<file path="config.mk">
export PLATFORM = sky130hd
export DESIGN_NAME = rgb_to_hsv_pixel_convert
export DESIGN_NICKNAME = d
export VERILOG_FILES = /design/src/rtl/rhsv_pkg.sv /design/src/rtl/rhsv_prep.sv /design/src/rtl/rhsv_div.sv /design/src/rtl/rgb_to_hsv_pixel_convert.sv
export SDC_FILE = /design/constraint.sdc
export NUM_CORES = 2
export LEC_CHECK = 0
export BUFFER_PORTS_ARGS = -buffer_cell sky130_fd_sc_hd__buf_2
export CAP_MARGIN = 20
export CORE_ASPECT_RATIO = 1.5
export CORE_UTILIZATION = 45
export CTS_BUF_LIST = sky130_fd_sc_hd__clkbuf_4 sky130_fd_sc_hd__clkbuf_8 sky130_fd_sc_hd__clkbuf_16
export DETAILED_ROUTE_END_ITERATION = 12
export PLACE_DENSITY = 0.6
export SKIP_LAST_GASP = 1
export SYNTH_ARGS = -nofsm -noshare
export SYNTH_HDL_FRONTEND = slang
export SYNTH_SLANG_ARGS = --single-unit
</file>
<file path="constraint.sdc">
create_clock -name clk -period 38.2 [get_ports clk]
set_input_delay 1.91 -clock clk [delete_from_list [all_inputs] [get_ports clk]]
set_output_delay 1.91 -clock clk [all_outputs]
set_load 0.05 [all_outputs]
</file>
<file path="src/rtl/rhsv_pkg.sv">
// rhsv_pkg: shared types and constants for the rgb to hsv pixel converter
// no dependencies; used by every module under rtl

package rhsv_pkg;

  // field widths
  localparam int BYTE_W = 8;
  localparam int HUE_W  = 15;
  localparam int SAT_W  = 17;

  // hue numerator before the fractional shift: below 360 * 255
  localparam int NUM_W  = 17;
  // sector coefficient up to 360
  localparam int COEF_W = 9;
  // quotient bits that hold the integer part of the hue (0..359)
  localparam int HUE_INT_BITS = 9;

  // default fixed-point formats
  localparam int HUE_FRAC_BITS_DEF = 6;
  localparam int SAT_FRAC_BITS_DEF = 16;

  // angle constants in degrees
  localparam int DEG_PER_SECTOR = 60;
  localparam int GREEN_OFFSET   = 2;
  localparam int BLUE_OFFSET    = 4;
  localparam int FULL_TURN      = 360;

  // which channel holds the maximum
  typedef enum logic [1:0] {
    SEC_RED,
    SEC_GREEN,
    SEC_BLUE
  } sector_t;

  // per-pixel flags and value that ride alongside the dividers
  typedef struct packed {
    logic              gray;   // delta is zero, hue forced to zero
    logic              black;  // max is zero, saturation forced to zero
    logic [BYTE_W-1:0] bright; // largest channel
  } ctl_t;

endpackage

</file>
<file path="src/rtl/rhsv_prep.sv">
// rhsv_prep: three-stage front end, max/min, sector select and hue numerator
// depends on rhsv_pkg

module rhsv_prep (
  input  logic                         clk,
  input  logic                         rst_n,
  input  logic                         in_valid,
  output logic                         in_ready,
  input  logic [rhsv_pkg::BYTE_W-1:0]  red,
  input  logic [rhsv_pkg::BYTE_W-1:0]  green,
  input  logic [rhsv_pkg::BYTE_W-1:0]  blue,
  output logic                         out_valid,
  input  logic                         out_ready,
  output logic [rhsv_pkg::NUM_W-1:0]   out_num,
  output logic [rhsv_pkg::BYTE_W-1:0]  out_delta,
  output rhsv_pkg::ctl_t               out_ctl
);

  localparam int BW = rhsv_pkg::BYTE_W;
  localparam int CW = rhsv_pkg::COEF_W;
  localparam int DW = BW + 1;     // signed channel difference
  localparam int SW = 19;         // signed numerator sum

  logic adv;

  // stage 1 registers
  logic                s1_valid_r;
  logic [BW-1:0]       s1_red_r, s1_green_r, s1_blue_r, s1_max_r, s1_min_r;
  rhsv_pkg::sector_t   s1_sec_r;
  logic [BW-1:0]       s1_max_nxt, s1_min_nxt;
  rhsv_pkg::sector_t   s1_sec_nxt;

  // stage 2 registers
  logic                s2_valid_r;
  logic [BW-1:0]       s2_delta_r;
  logic [CW-1:0]       s2_coef_r;
  logic signed [DW-1:0] s2_diff_r;
  rhsv_pkg::ctl_t      s2_ctl_r;
  logic [CW-1:0]       s2_coef_nxt;
  logic signed [DW-1:0] s2_diff_nxt;

  // stage 3 registers
  logic                s3_valid_r;
  logic [rhsv_pkg::NUM_W-1:0] s3_num_r;
  logic [BW-1:0]       s3_delta_r;
  rhsv_pkg::ctl_t      s3_ctl_r;
  logic signed [SW-1:0] s3_sum_nxt;

  // whole front end moves together unless the last stage is held
  assign adv      = !s3_valid_r || out_ready;
  assign in_ready = adv;

  // max, min and the winning sector, red wins ties then green
  always_comb begin
    s1_max_nxt = red;
    if (green > s1_max_nxt) s1_max_nxt = green;
    if (blue > s1_max_nxt) s1_max_nxt = blue;
    s1_min_nxt = red;
    if (green < s1_min_nxt) s1_min_nxt = green;
    if (blue < s1_min_nxt) s1_min_nxt = blue;
    if (s1_max_nxt == red) begin
      s1_sec_nxt = rhsv_pkg::SEC_RED;
    end else if (s1_max_nxt == green) begin
      s1_sec_nxt = rhsv_pkg::SEC_GREEN;
    end else begin
      s1_sec_nxt = rhsv_pkg::SEC_BLUE;
    end
  end

  // sector offset and signed channel difference
  always_comb begin
    s2_coef_nxt = '0;
    s2_diff_nxt = '0;
    case (s1_sec_r)
      rhsv_pkg::SEC_RED: begin
        s2_diff_nxt = $signed({1'b0, s1_green_r}) - $signed({1'b0, s1_blue_r});
        s2_coef_nxt = (s1_green_r >= s1_blue_r) ? '0 : CW'(rhsv_pkg::FULL_TURN);
      end
      rhsv_pkg::SEC_GREEN: begin
        s2_diff_nxt = $signed({1'b0, s1_blue_r}) - $signed({1'b0, s1_red_r});
        s2_coef_nxt = CW'(rhsv_pkg::DEG_PER_SECTOR * rhsv_pkg::GREEN_OFFSET);
      end
      rhsv_pkg::SEC_BLUE: begin
        s2_diff_nxt = $signed({1'b0, s1_red_r}) - $signed({1'b0, s1_green_r});
        s2_coef_nxt = CW'(rhsv_pkg::DEG_PER_SECTOR * rhsv_pkg::BLUE_OFFSET);
      end
      default: begin
        s2_diff_nxt = '0;
        s2_coef_nxt = '0;
      end
    endcase
  end

  // numerator: offset times delta plus sixty times the difference
  always_comb begin
    s3_sum_nxt = $signed({2'b00, CW'(s2_coef_r) * (CW + BW)'(s2_delta_r)})
               + $signed({{(SW - DW){s2_diff_r[DW-1]}}, s2_diff_r})
                 * $signed(SW'(rhsv_pkg::DEG_PER_SECTOR));
  end

  // valid bits
  always_ff @(posedge clk) begin
    if (!rst_n) begin
      s1_valid_r <= 1'b0;
      s2_valid_r <= 1'b0;
      s3_valid_r <= 1'b0;
    end else if (adv) begin
      s1_valid_r <= in_valid;
      s2_valid_r <= s1_valid_r;
      s3_valid_r <= s2_valid_r;
    end
  end

  // payload
  always_ff @(posedge clk) begin
    if (adv) begin
      s1_red_r        <= red;
      s1_green_r      <= green;
      s1_blue_r       <= blue;
      s1_max_r        <= s1_max_nxt;
      s1_min_r        <= s1_min_nxt;
      s1_sec_r        <= s1_sec_nxt;
      s2_delta_r      <= s1_max_r - s1_min_r;
      s2_coef_r       <= s2_coef_nxt;
      s2_diff_r       <= s2_diff_nxt;
      s2_ctl_r.gray   <= (s1_max_r == s1_min_r);
      s2_ctl_r.black  <= (s1_max_r == '0);
      s2_ctl_r.bright <= s1_max_r;
      s3_num_r        <= s3_sum_nxt[rhsv_pkg::NUM_W-1:0];
      s3_delta_r      <= s2_delta_r;
      s3_ctl_r        <= s2_ctl_r;
    end
  end

  assign out_valid = s3_valid_r;
  assign out_num   = s3_num_r;
  assign out_delta = s3_delta_r;
  assign out_ctl   = s3_ctl_r;

endmodule

</file>
<file path="src/rtl/rhsv_div.sv">
// rhsv_div: pipelined restoring dividers for hue and saturation, one bit a stage
// depends on rhsv_pkg

module rhsv_div #(
  parameter int HUE_FRAC_BITS = rhsv_pkg::HUE_FRAC_BITS_DEF,
  parameter int SAT_FRAC_BITS = rhsv_pkg::SAT_FRAC_BITS_DEF,
  parameter int STEPS = ((HUE_FRAC_BITS + rhsv_pkg::HUE_INT_BITS) > (SAT_FRAC_BITS + 1))
                        ? (HUE_FRAC_BITS + rhsv_pkg::HUE_INT_BITS) : (SAT_FRAC_BITS + 1)
) (
  input  logic                        clk,
  input  logic                        rst_n,
  input  logic                        in_valid,
  output logic                        in_ready,
  input  logic [rhsv_pkg::NUM_W-1:0]  in_num,
  input  logic [rhsv_pkg::BYTE_W-1:0] in_delta,
  input  rhsv_pkg::ctl_t              in_ctl,
  output logic                        out_valid,
  input  logic                        out_ready,
  output logic [STEPS-1:0]            out_hue_quo,
  output logic [STEPS-1:0]            out_sat_quo,
  output rhsv_pkg::ctl_t              out_ctl
);

  localparam int BW = rhsv_pkg::BYTE_W;
  localparam int XW = STEPS + BW;   // widened dividend

  logic adv;
  logic [XW-1:0] hue_ext, sat_ext;

  // per-stage inputs (from the port or the stage before)
  logic [BW-1:0]    cur_hrem [STEPS];
  logic [STEPS-1:0] cur_hdq  [STEPS];
  logic [BW-1:0]    cur_srem [STEPS];
  logic [STEPS-1:0] cur_sdq  [STEPS];
  logic [BW-1:0]    cur_dlt  [STEPS];
  rhsv_pkg::ctl_t   cur_ctl  [STEPS];

  // per-stage next values
  logic [BW-1:0]    hrem_nxt [STEPS];
  logic [STEPS-1:0] hdq_nxt  [STEPS];
  logic [BW-1:0]    srem_nxt [STEPS];
  logic [STEPS-1:0] sdq_nxt  [STEPS];

  // stage registers
  logic [STEPS-1:0] vld_r;
  logic [BW-1:0]    hrem_r [STEPS];
  logic [STEPS-1:0] hdq_r  [STEPS];
  logic [BW-1:0]    srem_r [STEPS];
  logic [STEPS-1:0] sdq_r  [STEPS];
  logic [BW-1:0]    dlt_r  [STEPS];
  rhsv_pkg::ctl_t   ctl_r  [STEPS];

  // pipeline moves as a whole unless the last stage is held
  assign adv      = !vld_r[STEPS-1] || out_ready;
  assign in_ready = adv;

  // dividends with fraction bits appended; quotients fit in STEPS bits
  assign hue_ext = XW'(in_num) << HUE_FRAC_BITS;
  assign sat_ext = XW'(in_delta) << SAT_FRAC_BITS;

  // stage inputs
  always_comb begin
    cur_hrem[0] = hue_ext[XW-1:STEPS];
    cur_hdq[0]  = hue_ext[STEPS-1:0];
    cur_srem[0] = sat_ext[XW-1:STEPS];
    cur_sdq[0]  = sat_ext[STEPS-1:0];
    cur_dlt[0]  = in_delta;
    cur_ctl[0]  = in_ctl;
    for (int k = 1; k < STEPS; k++) begin
      cur_hrem[k] = hrem_r[k-1];
      cur_hdq[k]  = hdq_r[k-1];
      cur_srem[k] = srem_r[k-1];
      cur_sdq[k]  = sdq_r[k-1];
      cur_dlt[k]  = dlt_r[k-1];
      cur_ctl[k]  = ctl_r[k-1];
    end
  end

  // one restoring step per stage: hue divides by delta, saturation by max
  always_comb begin
    logic [BW:0] htry, stry;
    for (int k = 0; k < STEPS; k++) begin
      htry = {cur_hrem[k], cur_hdq[k][STEPS-1]};
      if (htry >= {1'b0, cur_dlt[k]}) begin
        hrem_nxt[k] = BW'(htry - {1'b0, cur_dlt[k]});
        hdq_nxt[k]  = {cur_hdq[k][STEPS-2:0], 1'b1};
      end else begin
        hrem_nxt[k] = htry[BW-1:0];
        hdq_nxt[k]  = {cur_hdq[k][STEPS-2:0], 1'b0};
      end
      stry = {cur_srem[k], cur_sdq[k][STEPS-1]};
      if (stry >= {1'b0, cur_ctl[k].bright}) begin
        srem_nxt[k] = BW'(stry - {1'b0, cur_ctl[k].bright});
        sdq_nxt[k]  = {cur_sdq[k][STEPS-2:0], 1'b1};
      end else begin
        srem_nxt[k] = stry[BW-1:0];
        sdq_nxt[k]  = {cur_sdq[k][STEPS-2:0], 1'b0};
      end
    end
  end

  // valid bits
  always_ff @(posedge clk) begin
    if (!rst_n) begin
      vld_r <= '0;
    end else if (adv) begin
      vld_r <= {vld_r[STEPS-2:0], in_valid};
    end
  end

  // stage payload
  always_ff @(posedge clk) begin
    if (adv) begin
      for (int k = 0; k < STEPS; k++) begin
        hrem_r[k] <= hrem_nxt[k];
        hdq_r[k]  <= hdq_nxt[k];
        srem_r[k] <= srem_nxt[k];
        sdq_r[k]  <= sdq_nxt[k];
        dlt_r[k]  <= cur_dlt[k];
        ctl_r[k]  <= cur_ctl[k];
      end
    end
  end

  assign out_valid   = vld_r[STEPS-1];
  assign out_hue_quo = hdq_r[STEPS-1];
  assign out_sat_quo = sdq_r[STEPS-1];
  assign out_ctl     = ctl_r[STEPS-1];

endmodule

</file>
<file path="src/rtl/rgb_to_hsv_pixel_convert.sv">
// rgb_to_hsv_pixel_convert: top level of the rgb to hsv pixel converter
// depends on rhsv_pkg, rhsv_prep and rhsv_div
//
//   channel   dir  payload (low bit first)                       handshake
//   in_       in   red[7:0] green[15:8] blue[23:16]               tvalid/tready
//   out_      out  hue[14:0] saturation[31:15] brightness[39:32]  tvalid/tready
//
// one pixel per cycle sustained while out_tready is high; a pixel passes the rhsv_prep stages,
// then STEPS = max(HUE_FRAC_BITS + 9, SAT_FRAC_BITS + 1) divider stages (17 by default), then the output register
// each divider stage resolves one quotient bit of both the hue and saturation
// synchronous active-low reset clears the valid bits only
// a stall on out_tready holds every stage; nothing is dropped or repeated

module rgb_to_hsv_pixel_convert #(
  parameter int HUE_FRAC_BITS = rhsv_pkg::HUE_FRAC_BITS_DEF,
  parameter int SAT_FRAC_BITS = rhsv_pkg::SAT_FRAC_BITS_DEF
) (
  input  logic        clk,
  input  logic        rst_n,
  input  logic        in_tvalid,
  output logic        in_tready,
  input  logic [23:0] in_tdata,   // red[7:0], green[15:8], blue[23:16]
  output logic        out_tvalid,
  input  logic        out_tready,
  output logic [39:0] out_tdata   // hue[14:0], saturation[31:15], brightness[39:32]
);

  localparam int BW = rhsv_pkg::BYTE_W;
  localparam int HW = rhsv_pkg::HUE_W;
  localparam int SW = rhsv_pkg::SAT_W;
  localparam int STEPS = ((HUE_FRAC_BITS + rhsv_pkg::HUE_INT_BITS) > (SAT_FRAC_BITS + 1))
                         ? (HUE_FRAC_BITS + rhsv_pkg::HUE_INT_BITS) : (SAT_FRAC_BITS + 1);

  logic                       prep_valid, prep_ready;
  logic [rhsv_pkg::NUM_W-1:0] prep_num;
  logic [BW-1:0]              prep_delta;
  rhsv_pkg::ctl_t             prep_ctl;

  logic                       div_valid, div_ready;
  logic [STEPS-1:0]           div_hue_quo, div_sat_quo;
  rhsv_pkg::ctl_t             div_ctl;

  logic                       out_valid_r;
  logic [HW-1:0]              hue_r, hue_nxt;
  logic [SW-1:0]              sat_r, sat_nxt;
  logic [BW-1:0]              bright_r;

  // max/min, sector and hue numerator
  rhsv_prep u_prep (
    .clk       (clk),
    .rst_n     (rst_n),
    .in_valid  (in_tvalid),
    .in_ready  (in_tready),
    .red       (in_tdata[7:0]),
    .green     (in_tdata[15:8]),
    .blue      (in_tdata[23:16]),
    .out_valid (prep_valid),
    .out_ready (prep_ready),
    .out_num   (prep_num),
    .out_delta (prep_delta),
    .out_ctl   (prep_ctl)
  );

  // hue and saturation quotients
  rhsv_div #(
    .HUE_FRAC_BITS (HUE_FRAC_BITS),
    .SAT_FRAC_BITS (SAT_FRAC_BITS),
    .STEPS         (STEPS)
  ) u_div (
    .clk         (clk),
    .rst_n       (rst_n),
    .in_valid    (prep_valid),
    .in_ready    (prep_ready),
    .in_num      (prep_num),
    .in_delta    (prep_delta),
    .in_ctl      (prep_ctl),
    .out_valid   (div_valid),
    .out_ready   (div_ready),
    .out_hue_quo (div_hue_quo),
    .out_sat_quo (div_sat_quo),
    .out_ctl     (div_ctl)
  );

  // gray and black pixels override the quotients, then fit to field width
  always_comb begin
    hue_nxt = div_ctl.gray  ? '0 : HW'(div_hue_quo);
    sat_nxt = div_ctl.black ? '0 : SW'(div_sat_quo);
  end

  // output register
  assign div_ready = !out_valid_r || out_tready;

  always_ff @(posedge clk) begin
    if (!rst_n) begin
      out_valid_r <= 1'b0;
    end else if (div_ready) begin
      out_valid_r <= div_valid;
    end
  end

  always_ff @(posedge clk) begin
    if (div_ready) begin
      hue_r    <= hue_nxt;
      sat_r    <= sat_nxt;
      bright_r <= div_ctl.bright;
    end
  end

  assign out_tvalid = out_valid_r;
  assign out_tdata  = {bright_r, sat_r, hue_r};

endmodule

</file>
# == After elaboration in Yosys (flattened, before gate mapping) ==
# Memories as Yosys holds them, arrays and structs flattened. A register that Yosys moved wholly into a read port is not among the register bits.
# Index checks and enable logic that the tools add are counted.
# totals
register_bits,142
ramBits,1156
in_bits,28
mem_count,6
out_inout_bits,42
wordCells,200
# memory_table
memory,words,word_bits,read_ports,rd_clocked_by_memory_dff,write_ports,line,text
u_div.hdq_r,17,17,17,1,17,rhsv_div.sv:47,logic [STEPS-1:0] hdq_r [STEPS];
u_div.sdq_r,17,17,17,1,17,rhsv_div.sv:49,logic [STEPS-1:0] sdq_r [STEPS];
u_div.ctl_r,17,10,17,0,17,rhsv_div.sv:51,rhsv_pkg::ctl_t ctl_r [STEPS];
u_div.dlt_r,17,8,16,0,17,rhsv_div.sv:50,logic [BW-1:0] dlt_r [STEPS];
u_div.hrem_r,17,8,16,0,17,rhsv_div.sv:46,logic [BW-1:0] hrem_r [STEPS];
u_div.srem_r,17,8,16,0,17,rhsv_div.sv:48,logic [BW-1:0] srem_r [STEPS];
# classes
n_mux,78
n_reduce_logical,8
addsub,39
n_mul,2
order_cmp,39
n_eq_ne,5
# ops
op,count
two-way mux 8 bit,38
greater-or-equal comparator 9 x 8 -> 1 bit,32
subtractor 8 bit,34
one-hot mux 9 bit (3 select lines),2
two-way mux 1 bit,36
subtractor 8 x 8 -> 9 bit,3
equality test 8 bit,3
adder 17 bit,1
multiplier 9 x 8 -> 17 bit,1
greater-or-equal comparator 8 bit,2
greater-than comparator 8 bit,2
< comparator 8 bit,2
"multiplier 9 x 5 -> 14 bit, second input constant",1
two-way mux 9 bit,1
greater-or-equal comparator 7 x 8 -> 1 bit,1
logical NOT 8 bit,1
subtractor 7 x 8 -> 8 bit,1
logical NOT 1 bit,3
logical OR 1 bit,3
"equality test 2 x 1 -> 1 bit, second input constant",1
"equality test 2 bit, second input constant",1
logical NOT 2 bit,1
two-way mux 2 bit,1

# == Logic depth before layout (Yosys ltp) ==
# logic_depth
ltp_word,6
ltp_mapped,27
mapped_depth_nobuf,27

# == Modules after synthesis ==
# A second synthesis with hierarchy kept.
# hier_totals
cells_unflattened,4022
area_unflattened_um2,53408.7
# modules_own_cells
module,cells_per_inst,instances,seq_area_each_um2,area_per_inst_um2
rhsv_div,3053,1,27816.7,42663.4
rhsv_prep,891,1,3273.1,9258.9
rgb_to_hsv_pixel_convert,78,1,1221.2,1486.4

# == Least setup slack after synthesis ==
# OpenSTA, ideal clock, no wires.
# synth_path
kind,input to register
start,input out_tready
end,memory u_div.ctl_r[0][0] in the netlist's numbering (enable)
arrival_time_ps,25596
t_required_ps,36637
setup_slack_ps,11041
cell_stages,4
cell_sequence,nor2b_1 -> and2_0 -> clkinv_1 -> buf_1
# synth_lines
item,line,text
from (decl),rgb_to_hsv_pixel_convert.sv:24,"input logic out_tready,"
to (decl),rhsv_div.sv:51,

# == Worst setup path in the final report ==
# layout_path
start,register u_prep.s2_diff_r[1]
end,register u_prep.s3_num_r (netlist bit u_prep.out_num[16]) (data pin)
# layout_between
elab_chain_cells,2
# layout_rtl
item,line,text
from (decl),rhsv_prep.sv:37,logic signed [DW-1:0] s2_diff_r;
from (signal assigned),rhsv_prep.sv:125,s2_diff_r <= s2_diff_nxt;
multiplier 9 x 5 -> 14 bit,rhsv_prep.sv:98,* $signed(SW'(rhsv_pkg::DEG_PER_SECTOR));
adder 17 bit,rhsv_prep.sv:97,"+ $signed({{(SW - DW){s2_diff_r[DW-1]}}, s2_diff_r})"
net u_prep.s3_sum_nxt[16],rhsv_prep.sv:47,logic signed [SW-1:0] s3_sum_nxt;
to (signal assigned),rhsv_prep.sv:129,s3_num_r <= s3_sum_nxt[rhsv_pkg::NUM_W-1:0];
to (decl),rhsv_prep.sv:44,logic [rhsv_pkg::NUM_W-1:0] s3_num_r;
# The timed path passes the listed nets, and every way through them passes these cells.
# A chain may end at the register's enable or synchronous reset.

==> flow_summary.ini <==
[run_status]
status = complete, no violations

[floorplan]
num_io_pins = 70
dieWidth_um = 276
rows = 150
die_area_um2 = 114000
core_region_area_um2 = 111000
initial_core_util = 0.455
die_h_um = 413

[clock_tree]
numCtsBuffers = 101
cts.sinks = 1031
cts_tree = yes
cts_resized = 0
cts_root_buffer = clkbuf_16
clk_latency_ps = 690
hold_buffers = 0
clk_pin_slew_ps = 60
post-cts-setup-buffers = 0
htree_levels = 3
clockBufferDepth = 3

[synthesis]
synth_area_leaders = edfxtp_1 (60%), ha_1 (9.5%), inv_1 (4.2%), fa_1 (3.3%), mux2_2 (2.5%)
yosys_register_bits = 1031
synth_edf_count = 1010
synthAdderAreaFrac = 0.128
synth_top_area_frac = 0.598
synthesis.area_um2 = 50700
synth_xor_area_frac = 0.0297
yosysWarnings = 0
synthSimpleGateAreaFrac = 0.0725
synthMuxAreaShare = 0.0413
avgSynthCellArea_um2 = 13.3
syn_inst = 3808
syn_nets = 4303
yosys.area.top_type = edfxtp_1
netlist-cell-type-count = 72
synth_compound_area_frac = 0.0756
synth-main-ff-cell = edfxtp_1
synth_top_family_by_area = adder cells
ys_seq_area_frac = 0.607
synth_async_sr_flop_share = 0

[drt]
routed-via-count = 27700
wl_um = 89100
dr.pass1.iters = 8
viasPerCell = 5.06
routedWlPerCell_um = 16.3
ant_nets = 0
drtIter0Drc = 1115
drc = 0

[critical_path]
path_class = flip-flop to flip-flop
critPathArrivalTime_ps = 7030
cp-end-kind = flip-flop
cp-start-kind = flip-flop
worst-path-max-fanout = 4
cp.required_ps = 38620

[final_layout]
multi_input_area_um2 = 17600
final_nets = 4447
area_delta_synth_final_pct = 10.6
seq_area_um2 = 30700
insertedDiodeCount = 0
fill_cells = 9514
drive_above_1_share = 0.109

[global_routing]
grt_max_degree = 186
grt_pass1_wl_um = 144000
groute.usage.overall = 0.159
overflow = 0
grt_pass1_vias = 29400
antenna_found_initial = 0

[sta]
relSlewSlack = 0.272
grt_setup_unrepaired = false
skew_ps = 26.8
fin_setup_tns_ps = 0
hold_viol = 0
slew_violations = 0
min_period_ps = 6610
setup_viol = 0
max_freq_ghz = 0.151
fin_crit_sh = 0.173
tightestPinTransition_ps = 1080

[place]
io_buffers = 69
place_hpwl_um = 65200
routabilityCongestion = 0.877

[hold_path]
hold_path_class = flip-flop to flip-flop

[flow_run]
max_cap_violations = 0
==> per-stage QoR <==
step | instances | setup slack, ps | utilization | area [um2] | hold slack [ps]
floorplan | 3808 | 11040 | - | 50700 | 400
global placement | 5290 | 31450 | 0.473 | 52800 | 400
detailed placement | 5291 | 31430 | 0.473 | 52800 | 405
CTS | 5471 | 31530 | 0.503 | 56000 | 408
global route | 5473 | 31250 | 0.503 | 56000 | 414
finish | 5473 | 31590 | 0.503 | 56000 | 400
==> worst paths after layout <==
| path | startpoint | to | slack, ps | cells after the start |
|---|---|---|---|---|
| worst max-delay path | u_prep.s2_diff_r[1]$_SDFFCE_PN0P_ | u_prep.out_num[16]$_DFFE_PP_ | 31590 | 27 |
| worst min-delay path | u_div.sdq_r[10][0]$_DFFE_PP_ | u_div.sdq_r[11][1]$_DFFE_PP_ | 400 | 0 |
| worst max register to register | u_prep.s2_diff_r[1]$_SDFFCE_PN0P_ | u_prep.out_num[16]$_DFFE_PP_ | 31590 | 27 |
| worst min register to register | u_div.sdq_r[10][0]$_DFFE_PP_ | u_div.sdq_r[11][1]$_DFFE_PP_ | 400 | 0 |
==> placed cells by master (no fill, tap or decap), drive strengths merged, types with 32 or more instances in the layout <==
cell    Yosys  layout
edfxtp   1010    1010
inv       569     575
ha        384     384
nor2      211     211
o21ai     201     201
nand2     188     188
clkbuf     14     126
nor2b     115     115
mux2      112     112
xnor2      99      99
buf        34      87
a21oi      84      84
mux2i      83      83
fa         83      83
a21boi     80      80
xor2       73      73
a21o       60      60
nand2b     47      47
nand4      47      47
clkinv      1      39
o21a       38      38
and2       36      36
or2        33      33
nand3      32      32
==> cells by family (layout without fill, tap and decap cells) <==
group | after synthesis | in the layout
flip-flops | 1031 | 1031
buffers and inverters | 618 | 839
adder cells (fa/ha/maj) | 467 | 467
AO/OA/AOI/OAI | 580 | 580
multiplexers | 195 | 195
XOR/XNOR | 172 | 172
AND/OR/NAND/NOR | 745 | 745
==> final cells by class <==
class | instances | share of cell area
clock inverters | 56 | 0.00911
inverters | 570 | 0.0383
multi-input cells | 2159 | 0.314
repair buffers | 89 | 0.00906
well taps | 1444 | 0.0322
flip-flops and latches | 1031 | 0.549
clock buffers | 124 | 0.0489
==> per-layer routing <==
layer | track usage | vias up | part of all wire
li1 | - | 13700 | -
met1 | 0.135 | 13500 | 0.32
met2 | 0.341 | 320 | 0.60
met3 | 0.0211 | 171 | 0.026
met4 | 0.0890 | 0 | 0.052
met5 | 0 | - | 0
==> state kept, by name, indices dropped and copies added (netlist names), 17 cells and up <==
register / count
u_div.ctl_r: 170
u_div.sdq_r: 153
u_div.vld_r: 17
u_div.hrem_r: 128
u_div.dlt_r: 128
u_div.hdq_r: 156
u_div.srem_r: 128
sat_r: 17
==> cell usage after synthesis, drive strengths merged, types with 38 or more instances <==
| master | number |
|---|---|
| o21a | 38 |
| a21boi | 80 |
| edfxtp | 1010 |
| nor2 | 211 |
| mux2i | 83 |
| nor2b | 115 |
| nand4 | 47 |
| mux2 | 112 |
| xor2 | 73 |
| ha | 384 |
| xnor2 | 99 |
| o21ai | 201 |
| a21o | 60 |
| a21oi | 84 |
| fa | 83 |
| inv | 569 |
| nand2b | 47 |
| nand2 | 188 |
==> worst max-delay path, stage by stage (launching register included) <==
cell and delay (ps):
edfxtp_1 420, ha_1 340, xor2_1 170, ha_1 270, inv_1 50, fa_1 500, inv_1 40, ha_1 330
nor2b_1 160, o21ai_2 130, a21oi_1 90, nand2b_1 160, fa_1 460, fa_1 510, inv_1 40, ha_1 260
inv_1 50, fa_1 530, inv_1 40, ha_1 320, nor2b_1 140, o21ai_0 140, nand2b_1 140, a311o_1 400
a31o_1 210, a21o_1 180, xnor2_1 130, xnor2_1 120
Power is not shown: default switching activity piles up to over one toggle a cycle in this logic, so the estimate is an artifact.
